### config.mk
export PLATFORM = sky130hd
export DESIGN_NAME = aging_priority_task_selector
export DESIGN_NICKNAME = d
export VERILOG_FILES = /design/src/hw/rtl/apts_pkg.sv /design/src/hw/rtl/apts_ram.sv /design/src/hw/rtl/aging_priority_task_selector.sv
export SDC_FILE = /design/constraint.sdc
export NUM_CORES = 1
export LEC_CHECK = 0
export BUFFER_PORTS_ARGS = -buffer_cell sky130_fd_sc_hd__buf_2
export CAP_MARGIN = 5
export CORE_UTILIZATION = 55
export CTS_CLUSTER_SIZE = 24
export DETAILED_ROUTE_END_ITERATION = 12
export HOLD_SLACK_MARGIN = 0.08
export PLACE_DENSITY = 0.74
export SYNTH_ARGS = -nofsm -noshare
export SYNTH_HDL_FRONTEND = slang
export SYNTH_SLANG_ARGS = --single-unit
### constraint.sdc
create_clock -name clk -period 4.8 [get_ports clk]
set_clock_uncertainty 0.2 [all_clocks]
set_input_delay 0.72 -clock clk [delete_from_list [all_inputs] [get_ports clk]]
set_output_delay 0.72 -clock clk [all_outputs]
set_load 0.01 [all_outputs]
### src/hw/rtl/apts_pkg.sv
`default_nettype none

package apts_pkg;

  localparam int PRIO_W   = 6;
  localparam int STAMP_W  = 16;
  localparam int STATUS_W = 2;
  localparam int COUNT_W  = 5;

  localparam int DEF_MAX_TASKS = 16;
  localparam int DEF_ID_BITS   = 8;

  localparam logic signed [PRIO_W-1:0] FLOOR_RESET = -6'sd20;

  localparam logic [STATUS_W-1:0] ST_OK    = 2'd0;
  localparam logic [STATUS_W-1:0] ST_EMPTY = 2'd1;
  localparam logic [STATUS_W-1:0] ST_FULL  = 2'd2;

endpackage

`default_nettype wire

### src/hw/rtl/apts_ram.sv
`default_nettype none

module apts_ram #(
  parameter int WIDTH = 8,
  parameter int DEPTH = 16
) (
  input  logic                     clk,
  input  logic                     we,
  input  logic [$clog2(DEPTH)-1:0] waddr,
  input  logic [WIDTH-1:0]         wdata,
  input  logic [$clog2(DEPTH)-1:0] raddr,
  output logic [WIDTH-1:0]         rdata
);

  logic [WIDTH-1:0] mem [DEPTH];

  always_ff @(posedge clk) begin
    if (we) begin
      mem[waddr] <= wdata;
    end
    rdata <= mem[raddr];
  end

endmodule

`default_nettype wire

### src/hw/rtl/aging_priority_task_selector.sv
// Ready table of up to MAX_TASKS tasks with aging priorities. Pulse start while busy is low
// to issue one beat: op 0 enqueues task_ident at static priority priority_req, op 1 picks the
// ready task with the lowest dynamic priority (ties to the earliest enqueued) and ages all
// others toward aging_floor. The result is shown for exactly one cycle with done high and
// cannot be held off, so capture it then. A pick walks the whole slot memory one entry per
// cycle, so it keeps the block busy through the S_PICK walk and the S_TAIL step; an enqueue
// walks the valid bits to the lowest free slot and writes there, and an enqueue into a full
// table answers in the next cycle without going busy. A new beat may start in the cycle that
// done is high. Write aging_floor through the cfg channel only while busy is low.
`default_nettype none

module aging_priority_task_selector import apts_pkg::*; #(
  parameter int MAX_TASKS = DEF_MAX_TASKS,
  parameter int ID_BITS   = DEF_ID_BITS
) (
  input  logic                     clk,
  input  logic                     rst,
  input  logic                     start,
  output logic                     busy,
  input  logic                     op,
  input  logic [ID_BITS-1:0]       task_ident,
  input  logic signed [PRIO_W-1:0] priority_req,
  output logic                     done,
  output logic [STATUS_W-1:0]      status,
  output logic [ID_BITS-1:0]       picked_ident,
  output logic [COUNT_W-1:0]       ready_count,
  input  logic                     cfg_valid,
  output logic                     cfg_ready,
  input  logic signed [PRIO_W-1:0] cfg_data
);

  localparam int IDX_W  = $clog2(MAX_TASKS);
  localparam int OCC_W  = $clog2(MAX_TASKS + 1);
  localparam int WORD_W = ID_BITS + PRIO_W + STAMP_W;

  localparam logic [IDX_W-1:0] LAST_IDX = IDX_W'(MAX_TASKS - 1);
  localparam logic [OCC_W-1:0] FULL_OCC = OCC_W'(MAX_TASKS);

  localparam logic [1:0] S_IDLE = 2'd0;
  localparam logic [1:0] S_ENQ  = 2'd1;
  localparam logic [1:0] S_PICK = 2'd2;
  localparam logic [1:0] S_TAIL = 2'd3;

  logic [1:0]               state;
  logic [IDX_W-1:0]         idx;
  logic [MAX_TASKS-1:0]     valid;
  logic [OCC_W-1:0]         occ;
  logic [STAMP_W-1:0]       arrival;
  logic signed [PRIO_W-1:0] aging_floor;
  logic [ID_BITS-1:0]       task_q;
  logic signed [PRIO_W-1:0] prio_q;

  logic                     p_act;
  logic                     p_live;
  logic [IDX_W-1:0]         p_idx;

  logic                     have_best;
  logic signed [PRIO_W-1:0] best_dyn;
  logic [STAMP_W-1:0]       best_age;
  logic [IDX_W-1:0]         best_idx;
  logic [ID_BITS-1:0]       best_task;

  logic                     we;
  logic [IDX_W-1:0]         waddr;
  logic [WORD_W-1:0]        wdata;
  logic [WORD_W-1:0]        rdata;

  logic [ID_BITS-1:0]       rd_task;
  logic signed [PRIO_W-1:0] rd_dyn;
  logic [STAMP_W-1:0]       rd_stamp;
  logic [STAMP_W-1:0]       rd_age;
  logic signed [PRIO_W-1:0] dyn_aged;
  logic                     take;
  logic                     fin_have;
  logic [IDX_W-1:0]         fin_idx;
  logic [ID_BITS-1:0]       fin_task;

  apts_ram #(
    .WIDTH (WORD_W),
    .DEPTH (MAX_TASKS)
  ) u_ram (
    .clk   (clk),
    .we    (we),
    .waddr (waddr),
    .wdata (wdata),
    .raddr (idx),
    .rdata (rdata)
  );

  assign busy      = (state != S_IDLE);
  assign cfg_ready = (state == S_IDLE);

  assign rd_task  = rdata[WORD_W-1 -: ID_BITS];
  assign rd_dyn   = signed'(rdata[STAMP_W +: PRIO_W]);
  assign rd_stamp = rdata[STAMP_W-1:0];
  assign rd_age   = arrival - rd_stamp;
  assign dyn_aged = (rd_dyn > aging_floor) ? rd_dyn - PRIO_W'(1) : rd_dyn;

  assign take = p_act && p_live &&
                (!have_best || (rd_dyn < best_dyn) ||
                 ((rd_dyn == best_dyn) && (rd_age > best_age)));

  assign fin_have = have_best || take;
  assign fin_idx  = take ? p_idx : best_idx;
  assign fin_task = take ? rd_task : best_task;

  always_comb begin
    we    = 1'b0;
    waddr = p_idx;
    wdata = {rd_task, dyn_aged, rd_stamp};
    if (p_act && p_live) begin
      we = 1'b1;
    end
    if ((state == S_ENQ) && !valid[idx]) begin
      we    = 1'b1;
      waddr = idx;
      wdata = {task_q, prio_q, arrival};
    end
  end

  always_ff @(posedge clk) begin
    p_live <= valid[idx];
    p_idx  <= idx;
    if (take) begin
      best_dyn  <= rd_dyn;
      best_age  <= rd_age;
      best_idx  <= p_idx;
      best_task <= rd_task;
    end
    if (rst) begin
      state       <= S_IDLE;
      idx         <= '0;
      valid       <= '0;
      occ         <= '0;
      arrival     <= '0;
      aging_floor <= FLOOR_RESET;
      p_act       <= 1'b0;
      have_best   <= 1'b0;
      done        <= 1'b0;
    end else begin
      done  <= 1'b0;
      p_act <= (state == S_PICK);
      if (take) begin
        have_best <= 1'b1;
      end
      if (cfg_valid && cfg_ready) begin
        aging_floor <= cfg_data;
      end
      case (state)
        S_IDLE: begin
          if (start) begin
            idx    <= '0;
            task_q <= task_ident;
            prio_q <= priority_req;
            if (!op) begin
              if (occ >= FULL_OCC) begin
                done         <= 1'b1;
                status       <= ST_FULL;
                picked_ident <= '0;
                ready_count  <= COUNT_W'(occ);
              end else begin
                state <= S_ENQ;
              end
            end else begin
              have_best <= 1'b0;
              state     <= S_PICK;
            end
          end
        end
        S_ENQ: begin
          if (!valid[idx]) begin
            valid[idx]   <= 1'b1;
            arrival      <= arrival + 1'b1;
            occ          <= occ + 1'b1;
            done         <= 1'b1;
            status       <= ST_OK;
            picked_ident <= '0;
            ready_count  <= COUNT_W'(OCC_W'(occ + 1'b1));
            state        <= S_IDLE;
          end else begin
            idx <= idx + 1'b1;
          end
        end
        S_PICK: begin
          if (idx == LAST_IDX) begin
            state <= S_TAIL;
          end else begin
            idx <= idx + 1'b1;
          end
        end
        S_TAIL: begin
          done  <= 1'b1;
          state <= S_IDLE;
          if (fin_have) begin
            valid[fin_idx] <= 1'b0;
            occ            <= occ - 1'b1;
            status         <= ST_OK;
            picked_ident   <= fin_task;
            ready_count    <= COUNT_W'(OCC_W'(occ - 1'b1));
          end else begin
            status       <= ST_EMPTY;
            picked_ident <= '0;
            ready_count  <= COUNT_W'(occ);
          end
        end
        default: begin
          state <= S_IDLE;
        end
      endcase
    end
  end

endmodule

`default_nettype wire

* After elaboration in Yosys (flattened, before gate mapping)
Memory sizes are Yosys's and may differ from the RTL's. A register that Yosys moved wholly into a read port is not among the register bits. Cells that the tools add are included.
Operators by class: div/mod/pow operators 0, add/subtract/negate cells 6, bitwise operators 5, $mul 0, $lt $le $gt $ge 8, multiplexer cells 55, shifts and indexed selects 0, equality and inequality tests 14, reduce and logical (&&, ||, !) cells 24
Operator list (number):
- 2-to-1 mux 8 bit | 6
- 2-to-1 mux 16 bit | 2
- case mux 16 bit (2 select lines) | 1
- 2-to-1 mux 30 bit | 1
- 2-to-1 mux 5 bit | 5
- case mux 8 bit (3 select lines) | 1
- 2-to-1 mux 4 bit | 5
- adder 16 x 1 -> 16 bit, second input constant | 1
- AND 16 bit | 1
- greater-than comparator 16 bit | 1
- 2-to-1 mux 1 bit | 16
- 2-to-1 mux 2 bit | 8
- NOT 16 bit | 1
- OR 16 bit | 1
- subtractor 16 bit | 1
- case mux 5 bit (3 select lines) | 1
- case mux 4 bit (3 select lines) | 1
- less-than comparator 4 x 5 -> 1 bit, second input constant | 2
- != test 2 bit, second input constant | 5
- case mux 5 bit (2 select lines) | 1
- demux 1 bit (select 4 bit) | 2
- greater-or-equal comparator 4 x 1 -> 1 bit, second input constant | 2
- case mux 2 bit (4 select lines) | 1
- AND reduction 4 bit | 2
- other kinds (27) | 44
Storage, ports and cells: bits of input ports 25, output and inout bits 18, ROM bits 0, bits in writable memories 480, latch bits 0, register bits after elaboration 120, word-level logic and storage cells 133, memories 1
Memories:
- u_ram.mem | depth 16, width 30, rd ports 1, clocked after Yosys merged registers in 1, write ports 1, line apts_ram.sv:15 | logic [WIDTH-1:0] mem [DEPTH];

* Depth between registers and ports, before layout
Gate-level depths: netlist of run 1.
word-level depth 14, mapped depth 21, depth with buffers taken out 20

* By module
A second synthesis of run 1 with hierarchy kept.
Second synthesis, totals: cell total of the unflattened synthesis 1551, area, all modules 25898.6 sq um
By module, submodules not included:
- apts_ram | seq. area each 15014.4 sq um, cells each 785, area an instance 18939.4 sq um, times used 1
- aging_priority_task_selector | seq. area each 2912.8 sq um, cells each 766, area an instance 6959.2 sq um, times used 1

* Worst setup path before layout of run 1
OpenSTA, ideal clock, no wires.
path kind register to register, start register idx[0], end register picked_ident[0] (enable), slack 32 ps, stages on the path, launching flop included 8, data required time 4129 ps, path buffers 2, setup time 471 ps, clock period less this slack 4768 ps, data arrival time 4097 ps, path through dfxtp_1 -> buf_6 -> mux4_2 -> mux2i_1 -> mux2i_1 -> and2_1 -> buf_2 -> a2111oi_0
On the way: longest elaborated chain between the ends 4
RTL lines:
- start: declaration | line aging_priority_task_selector.sv:45 | logic [IDX_W-1:0] idx;
- start signal: assignment | line aging_priority_task_selector.sv:181 | idx <= idx + 1'b1;
- start signal: assignment | line aging_priority_task_selector.sv:188 | idx <= idx + 1'b1;
- binary-select mux 1 bit (select 4 bit) | line aging_priority_task_selector.sv:171 | if (!valid[idx]) begin
- 2-to-1 mux 1 bit (not written as such) | line aging_priority_task_selector.sv:171
- != test 2 bit (no line)
- AND reduction 6 bit (no line)
- end signal: assignment | line aging_priority_task_selector.sv:198 | picked_ident <= fin_task;
- end: declaration | line aging_priority_task_selector.sv:25 | output logic [ID_BITS-1:0] picked_ident,
Every way passes these cells. The select of a mux whose other input is x is not followed. A chain may end at the register's enable or synchronous reset.

* Final worst setup path of run 1
start register arrival[0], end register valid[4]
On the way: longest elaborated chain between the ends 14, elaborated cells on any way between the ends 18, classes of those cells add/sub (1); order compare (3); eq/ne (1); mux (5); bitwise (2); reduce/logical (6)
RTL lines:
- start: declaration | line aging_priority_task_selector.sv:48 | logic [STAMP_W-1:0] arrival;
- start signal: assignment | line aging_priority_task_selector.sv:173 | arrival <= arrival + 1'b1;
- subtractor 16 bit * | line aging_priority_task_selector.sv:96 | assign rd_age = arrival - rd_stamp;
- named net rd_age[14] | line aging_priority_task_selector.sv:71 | logic [STAMP_W-1:0] rd_age;
- greater-than comparator 16 bit * | line aging_priority_task_selector.sv:101 | ((rd_dyn == best_dyn) && (rd_age > best_age)));
- logical AND 1 bit * | line aging_priority_task_selector.sv:101
- logical OR 1 bit * | line aging_priority_task_selector.sv:100 | (!have_best || (rd_dyn < best_dyn) ||
- logical AND 1 bit * | line aging_priority_task_selector.sv:99 | assign take = p_act && p_live &&
- 2-to-1 mux 4 bit
- less-than comparator 4 x 5 -> 1 bit (not written as such) or greater-or-equal comparator 4 x 1 -> 1 bit (tied branches) | line aging_priority_task_selector.sv:195 | valid[fin_idx] <= 1'b0;
- logical AND 1 bit (not written as such) | line aging_priority_task_selector.sv:195
- 2-to-1 mux 1 bit (not written as such) | line aging_priority_task_selector.sv:195
- demux 1 bit (select 4 bit) | line aging_priority_task_selector.sv:195
- NOT 16 bit (no line)
- AND 16 bit (no line)
- 2-to-1 mux 16 bit | line aging_priority_task_selector.sv:194 | if (fin_have) begin
- case mux 16 bit (2 select lines) | line aging_priority_task_selector.sv:149 | case (state)
- end signal: assignment | line aging_priority_task_selector.sv:133 | valid <= '0;
- end signal: indexed assignment | line aging_priority_task_selector.sv:172 | valid[idx] <= 1'b1;
- end signal: indexed assignment | line aging_priority_task_selector.sv:195
- end: declaration | line aging_priority_task_selector.sv:46 | logic [MAX_TASKS-1:0] valid;
The timed path passes the listed nets; every way through them passes the cells marked *. The select of a mux whose other input is x is not followed.

==> summary by stage, run 1 <==
Drt
The number of vias in the routed layout is 13900. The mean number of vias per cell is 6.17. The number of design-rule violations left by the first detailed-router iteration is 1542. The detailed-route wire length is 57.9 mm.

The routed length per instance is 25.8 microns. For this run, the detailed router's first-pass iteration total came to 6. For this run, design rule violations remaining after detail routing come to 0. The detail route stage leaves a number of antenna-violating nets equal to 0.

Critical path
For the worst setup path, the data arrival time is 4.87 ns. The worst register-to-register path begins at arrival[0]$_SDFFE_PP0P_. The worst setup path is of the register to register kind. The critical path's slowest cell is sky130_fd_sc_hd__a221o_1.

The largest fanout on the critical path is 6. The critical path starts at arrival[0]$_SDFFE_PP0P_. The most critical setup path has its endpoint at valid[4]$_SDFFE_PP0P_.

The total stage count of the critical path is 22. The internal reg-to-reg setup slack is 0.24 ns. The kind of end point of the critical path is a register.

Data on the critical path is required at its endpoint by 5.11 ns. For this run, the slowest stage of the critical path takes 0.39 ns. For the worst flop-to-flop path, the logic depth is 22. The signal on the critical path passes through inv_1, ha_1, inv_1, fa_2, a21o_1, a21oi_2, o21ai_1, a31oi_2, a211oi_2, o21ai_1, nand2_1, xor2_2, ha_1, nand4_1, nor3_2, a221o_1, a31oi_4, nor2_4, buf_6, buf_4, mux2i_2, o41a_1.

The number of buffers and inverters on the critical path is 4. The cell type group with the largest total delay on the critical path is compound AO/OA/AOI/OAI gates. In this run the critical register-to-register path is captured at valid[4]$_SDFFE_PP0P_.

STA classifies the critical path startpoint as a register.

GRT
Summed over all layers, the global routing overflow is 0. The via count of the first global-routing pass is 14200. Entering global routing, the biggest net connects 92 pins. The number of antenna violations at the first check in global routing came to 0. The overall track demand over capacity in global routing is 0.252. The first-pass GRT wire length is 86.7 mm.

STA
For the finished layout, the period the worst path requires is 4.56 ns. The final number of max-transition violations is 0. Dividing the final minimum period by the clock period gives 0.950. The slew at the pin with the worst max-slew slack is 1.05 ns. Timing would allow up to 0.219 GHz. Setup violations remaining at the end of the flow were counted as 0. The setup TNS after final layout is 0 ns. The number of hold violations in the final report came to 0. The headroom to the max-slew limit is 0.302.

On the final layout, the worst hold slack is 0.147 ns.

Clocking
The tree built by TritonCTS fans out to 630 sinks. The CTS H-tree depth is 2. The clock tree from TritonCTS is yes. In this run the clock root is driven by a sky130_fd_sc_hd__clkbuf_16. The clock slew at the register clock pins of the worst setup and hold paths is 0.06 ns. Counting along the longest clock path gives a buffer depth of 3. The clock latency of the later-clocked register in the worst-skew pair is 0.63 ns. TritonCTS created 60 clock buffers.

Power and ir drop
Of the total power, registers draw 0.461. Of the total power, the clock network draws 0.294. Of the total power, combinational logic draws 0.245.

The analysis attributes to net switching a power of 4.68 mW. In this run the static leakage power is 9.79 nW. The total power after layout is 16.4 mW.

Dividing total power by cell area gives a power density of 556 nW/um^2. The worst voltage drop across the vdd grid is 0.000376 V. Internal power comes to 11.7 mW. Of the total power, the share spent switching nets is 0.285.

Synth
The share of Yosys cell area claimed by the top area cell type is 0.622. The number of synthesis warnings is 0. The cell with the most instances after synthesis is sky130_fd_sc_hd__edfxtp_1. The fraction of registers with async set/reset is 0. The library cell occupying the most area in the post-synthesis netlist is sky130_fd_sc_hd__edfxtp_1. The cell area after synthesis is 25600 sq um. In the post-synthesis netlist, the biggest area contributors are sky130_fd_sc_hd__edfxtp_1 62%, sky130_fd_sc_hd__mux4_2 14%, sky130_fd_sc_hd__dfxtp_1 7.7%, sky130_fd_sc_hd__ha_1 2.7%, sky130_fd_sc_hd__nand2_1 1.2%. Yosys mapped the design onto 66 distinct sky130hd cell types. The register bit count reported by yosys is 630.

Of the synthesized area, sequential elements account for 0.700. The number of enable flip-flop cells after synthesis is 531. Synthesis produced a netlist with a net count of 1551. The cell count after synthesis came out at 1470. Sorting the synthesized cells by how often they occur yields 531 x sky130_fd_sc_hd__edfxtp_1, 154 x sky130_fd_sc_hd__mux4_2, 99 x sky130_fd_sc_hd__dfxtp_1, 84 x sky130_fd_sc_hd__nand2_1, 74 x sky130_fd_sc_hd__nor2_1. The average cell area after synthesis is 17.4 sq um. For this run, the leading register cell type out of synthesis is sky130_fd_sc_hd__edfxtp_1.

Placement
The placed wire-length estimate is 32.3 mm. The number of buffers added on ports is 42. The total placed cells including tap cells is 2120. The placer congestion estimate is 0.857.

The area after detailed placement is 27200 sq um.

Floorplanning
The core area is 45700 sq um. The floorplan has 78 rows. 43 I/O pins were placed. From left edge to right edge, the die measures 218 microns. The floorplan step defined a die boundary enclosing 47400 sq um. For this configuration, the core starts out at a cell density of 0.561. The y dimension of the die is 218 microns.

Job
The max-capacitance violation count is 0.

Layout
Of the cells placed in the final design, the portion with a size suffix greater than 1 is 0.260. Summing all multi-input logic gate instances after layout gives 7420 sq um. The finished layout cell area is 29500 sq um. The area used by sequential logic in the layout is 17900 sq um. The area growth from synthesis to final layout is 15.2%.

After the flow finishes, the layout carries non-filler instances totaling 2249. The number of inserted diodes is 0. At the end of the flow, the number of nets in the layout was 1679. The filler cell count is 3054.

Outcome
The flow ran to the end, and the final reports show no timing, DRC or antenna violations.

Min path
The type of the tightest min-delay check is primary input to register.
[repair_timing]
| action | 4_1_cts | 5_1_grt |
|---|---|---|
| setup buffers | 0 | 2 |
| endpoints found under the setup margin | 1 | 23 |
| pin swaps | 0 | 6 |
| hold buffers | 14 | 0 |
| gates resized for setup | 1 | 22 |
| endpoints found under the hold margin | 14 | 0 |
[layer usage]
| layer | routed length, microns | vias up | GRT usage |
|---|---|---|---|
| met5 | 0 | - | 0 |
| met4 | 1620 | 0 | 0.0879 |
| met3 | 4480 | 122 | 0.0481 |
| met2 | 28800 | 604 | 0.416 |
| met1 | 23000 | 7121 | 0.338 |
| li1 | - | 6039 | - |
[cell families (layout without fill, tap and decap cells)]
logic type	after synthesis	after routing	share of synthesized area
xor gates and xnor gates	33	33	0.0113
adders and majority gates	56	56	0.0276
AOI/OAI and AO/OA	155	155	0.0396
and+or+nand+nor	289	289	0.0551
muxes	180	180	0.147
buffers and inverters	127	306	0.0199
DFF	630	630	0.700
[per-stage QoR]
stage	setup WS, ns	util
after detailed placement	-0.00316	0.596
after global routing	-0.0250	0.646
after CTS	0.0347	0.644
final	0.241	0.646
after floorplan	0.0323	-
after global placement	0.147	0.596
[worst min-delay path by stage]
stage | from | endpoint | slack [ns] | cells past startpoint
after floorplan | idx[2]$_SDFFE_PP0P_ | p_idx[2]$_DFF_P_ | 0.15 | 0
after global placement | aging_floor[1]$_SDFFE_PP0P_ | aging_floor[1]$_SDFFE_PP0P_ | 0.25 | 2
after detailed placement | best_task[0]$_DFF_P_ | best_task[0]$_DFF_P_ | 0.25 | 1
after CTS | cfg_data[4] | aging_floor[4]$_SDFFE_PP0P_ | 0.13 | 3
after global routing | cfg_data[4] | aging_floor[4]$_SDFFE_PP0P_ | 0.14 | 3
final | cfg_data[4] | aging_floor[4]$_SDFFE_PP0P_ | 0.15 | 3
[state kept, by name (all words and copies together) (netlist names), 8 cells and up]
name          cells
picked_ident      8
arrival          16
best_task         8
u_ram.rdata      30
valid            16
best_age         16
task_q            8
u_ram.mem       480
[worst min-delay path, delay by kind of cell]
family / cells / cell delay, ns
AO/OA/AOI/OAI: 1 / 0.06
AND/OR/NAND/NOR: 1 / 0.06
buffers and inverters: 1 / 0.09
[cells in the final DEF, fill, tap and decap left out, drive strengths merged, types with 8 or more instances in the layout]
cell / synthesis / layout
a21oi: 49 / 49
a31oi: 13 / 13
and2: 11 / 11
and3: 12 / 12
buf: 28 / 114
clkbuf: 34 / 89
clkinv: 0 / 16
dfxtp: 99 / 99
dlygate4sd3: 0 / 14
edfxtp: 531 / 531
ha: 55 / 55
inv: 65 / 67
mux2: 16 / 16
mux2i: 10 / 10
mux4: 154 / 154
nand2: 84 / 84
nand2b: 12 / 12
nand3: 21 / 21
nand4: 11 / 11
nor2: 77 / 77
nor2b: 16 / 16
nor3: 20 / 20
o21ai: 39 / 39
o41a: 8 / 8
xnor2: 18 / 18
xor2: 15 / 15
[layout make-up]
type	count	share of cell area
clock buffer	89	0.0598
clock inverter	24	0.00941
inverter	65	0.00826
multi-input combinational	713	0.251
sequential	630	0.608
tap	600	0.0254
timing repair buffer	128	0.0381
[power by group through the flow]
stage,Combinational [mW],Clock (mW),Sequential [mW]
2_1_floorplan,2.67,0,7.58
3_3_place_gp,3.75,0,7.66
3_5_place_dp,3.90,0,7.67
4_1_cts,3.95,4.89,7.56
5_1_grt,4.38,5.11,7.60
6_report,4.02,4.83,7.57
Note: power is estimated with default switching activity, not from simulation.
==> inputs of run 2 (changes only) <==
Settings changed: CELL_PAD_IN_SITES_DETAIL_PLACEMENT set to 0, CELL_PAD_IN_SITES_GLOBAL_PLACEMENT set to 2, CORE_UTILIZATION 55 to 43, PLACE_DENSITY 0.74 to not set, PLACE_DENSITY_LB_ADDON set to 0.1.
==> run 2 against run 1 <==
Against the previous run: critical path depth shrank 1; final area grew 1.4%; register-to-register slack gained 0.06 ns; fmax grew 1.3%; power grew 3.8%; die area grew 28%; global-route usage shrank 4.4 points; critical path type unchanged; largest power group unchanged.
==> summary by stage, run 2 (synthesized netlist as in run 1, its figures left out) <==
Outcome
The run finished with clean final reports.

Clocking
The CTS buffer count is 69. TritonCTS built the clock tree. Clock tree synthesis found a total of 630 sinks. The clock slew at the register clock pins of the worst setup and hold paths is 0.06 ns. The clock passes through at most 3 buffers.

The CTS H-tree depth is 3. The clock tree root driver cell is sky130_fd_sc_hd__clkbuf_16. At the later pin of the worst-skew pair, clock insertion delay measures 0.61 ns.

Layout
Leaving out fill and tap cells, the most frequent cells in the layout are 531 x sky130_fd_sc_hd__edfxtp_1, 154 x sky130_fd_sc_hd__mux4_2, 95 x sky130_fd_sc_hd__dfxtp_1. The total number of nets in the final design is 1686. With fillers left out, the area of the finished cells amounts to 29900 sq um. Measured on the finished design, the core utilization comes to 0.508. In the final layout, the registers with the most flip-flops are u_ram.mem: 480 flops, u_ram.rdata: 30 flops. Counting flops per register, the top entry is u_ram.mem. The register with the most flip-flops in the layout has 480 of them. Fill cells in the final layout number 4772.

Of the cells placed in the final design, the portion with a size suffix greater than 1 is 0.261. The repair_antennas step left the layout with diodes totalling 0. The area growth from synthesis to final layout is 16.8%. The non-filler instance count after layout is 2430. The most common cell after layout, fill and taps aside is sky130_fd_sc_hd__edfxtp_1.

Drt
The mean number of vias per cell is 5.59. The number of remaining DRC errors is 0. The routed length per instance is 24.9 microns. The detailed-route wire length is 60.5 mm. The first detailed-routing pass took 4 iterations.

The detail route stage leaves a number of antenna-violating nets equal to 0. The routed layout has 13600 vias. The first routing iteration left 1088 violations.

Critical path
Data on the critical path is required at its endpoint by 5.08 ns. The endpoint identified for the worst register-to-register timing path is valid[5]$_SDFFE_PP0P_. The nature of the critical path startpoint is a register.

The internal reg-to-reg setup slack is 0.30 ns. The largest fanout on the critical path is 3. The critical path in this run is classified as register to register. The count of cells along the worst register-to-register path is 21. The critical register-to-register path startpoint is arrival[0]$_SDFFE_PP0P_.

STA puts the critical path data arrival time at 4.78 ns. The worst setup path is captured at a register.

Floorplanning
For this configuration, the core starts out at a cell density of 0.435. The y dimension of the die is 246 microns. In this run the horizontal extent of the chip is 246 microns. In this run the core area contains 89 standard-cell rows.

The core region is 58900 sq um. Pin placement for this block handled 43 I/O pins. The area enclosed by the die boundary is 60600 sq um.

Min path
The startpoint of the worst hold path is priority_req[5]. The hold path depth is 1. The capture endpoint of the worst hold path is prio_q[5]$_DFFE_PP_. The path class of the tightest hold or removal check is primary input to register.

STA
The slew at the pin with the worst max-slew slack is 1.15 ns. Summed over all failing endpoints, the final setup total negative slack is 0 ns. Setup repair after global routing left no endpoint under its margin. Derived from the worst setup path, the maximum achievable clock frequency is 0.222 GHz. Hold timing on the final database bottoms out at a slack of 0.126 ns. The worst path meets setup with 0.302 ns of slack.

The part of the cycle the worst path needs is 0.937. The final number of max-transition violations is 0. The worst path needs 4.50 ns of the cycle, external delays included.

Setup violations remaining at the end of the flow were counted as 0. The headroom to the max-slew limit is 0.229. The number of hold violations in the final report was 0.

Placement
The placer congestion estimate is 0.797. The total placed cells including tap cells is 2295. At the placement stage, the worst setup path has a slack of 0.111 ns. Once placement finished, the instance area stood at 27400 sq um. Detailed placement ended at an HPWL of 34.4 mm.

The number of buffers added on ports is 42.

Power and ir drop
The total power after layout is 17.0 mW. The leakage power summed over all cells is 9.91 nW. Internal power comes to 12.1 mW. The share of total power dissipated in combinational logic is 0.238.

The switching part of the total power is 0.289. The net switching power is 4.92 mW. The sequential share of power is 0.445. The total power divided by cell area is 570 nW/um^2. The worst voltage drop across the vdd grid is 0.000325 V. The part of the total power dissipated in the clock network is 0.317.

GRT
Summed over all layers, the global routing overflow is 0. The overall track demand over capacity in global routing is 0.208. The first global-routing pass estimated 91.5 mm of wire. The number of antenna violations at the first check in global routing is 5. Entering global routing, the biggest net connects 88 pins. The via count of the first global-routing pass came to 14000.

Job
The max-capacitance violation count is 0.
run 2: worst max path at each step:
| stage | from | to | slack [ns] | cells after the start |
|---|---|---|---|---|
| final | arrival[0]$_SDFFE_PP0P_ | valid[5]$_SDFFE_PP0P_ | 0.30 | 21 |
| after global routing | arrival[0]$_SDFFE_PP0P_ | valid[11]$_SDFFE_PP0P_ | 0.04 | 21 |
| after CTS | arrival[0]$_SDFFE_PP0P_ | valid[9]$_SDFFE_PP0P_ | 0.1 | 21 |
| after detailed placement | arrival[0]$_SDFFE_PP0P_ | valid[9]$_SDFFE_PP0P_ | 0.11 | 21 |
| after global placement | arrival[0]$_SDFFE_PP0P_ | picked_ident[5]$_SDFFCE_PN0P_ | 0.17 | 21 |
| after floorplan | idx[0]$_SDFFE_PP0P_ | picked_ident[0]$_SDFFCE_PN0P_ | 0.03 | 7 |
run 2: worst max-delay path, stage by stage, from the launching register on:
cell and delay [ns]:
sky130_fd_sc_hd__dfxtp_1 0.31, sky130_fd_sc_hd__inv_1 0.07, sky130_fd_sc_hd__ha_1 0.16, sky130_fd_sc_hd__inv_1 0.06, sky130_fd_sc_hd__fa_2 0.34, sky130_fd_sc_hd__a21o_1 0.18, sky130_fd_sc_hd__a21oi_2 0.18, sky130_fd_sc_hd__o21ai_1 0.11
sky130_fd_sc_hd__a31oi_2 0.29, sky130_fd_sc_hd__a211oi_2 0.12, sky130_fd_sc_hd__o21ai_1 0.14, sky130_fd_sc_hd__nand2_1 0.10, sky130_fd_sc_hd__xor2_2 0.16, sky130_fd_sc_hd__ha_1 0.30, sky130_fd_sc_hd__nand4_1 0.12, sky130_fd_sc_hd__nor3_2 0.06
sky130_fd_sc_hd__a221o_1 0.38, sky130_fd_sc_hd__a31oi_4 0.20, sky130_fd_sc_hd__nor2_4 0.07, sky130_fd_sc_hd__buf_4 0.16, sky130_fd_sc_hd__mux2_2 0.30, sky130_fd_sc_hd__o41a_1 0.37
run 2: power by group through the flow:
stage / clock network [mW] / registers (mW) / logic, mW
2_1_floorplan: 0 / 7.58 / 2.67
3_3_place_gp: 0 / 7.68 / 3.99
3_5_place_dp: 0 / 7.69 / 4.07
4_1_cts: 5.55 / 7.58 / 4.09
5_1_grt: 5.76 / 7.62 / 4.51
6_report: 5.41 / 7.58 / 4.06
run 2: layout make-up:
cell class                 count  area [sq um]  area share
inverter                      65           244     0.00815
timing repair buffer         126          1070      0.0356
clock inverter                36           487      0.0163
sequential                   630         17900       0.600
tap                          773           967      0.0323
clock buffer                  87          1840      0.0616
multi-input combinational    713          7370       0.246
run 2: layer usage:
metal,routed length [microns],part of all wire,GRT usage,up-vias
met3,3450,0.057,0.0302,64
li1,-,-,-,6080
met4,914,0.015,0.0559,0
met2,28100,0.46,0.318,376
met1,28100,0.46,0.311,7058
met5,0,0,0,-
run 2: what timing repair did:
action,4_1_cts,5_1_grt
setup buffers,0,2
hold buffers,10,0
setup endpoints to repair,0,45
resized for setup,0,14
endpoints found under the hold margin,10,0
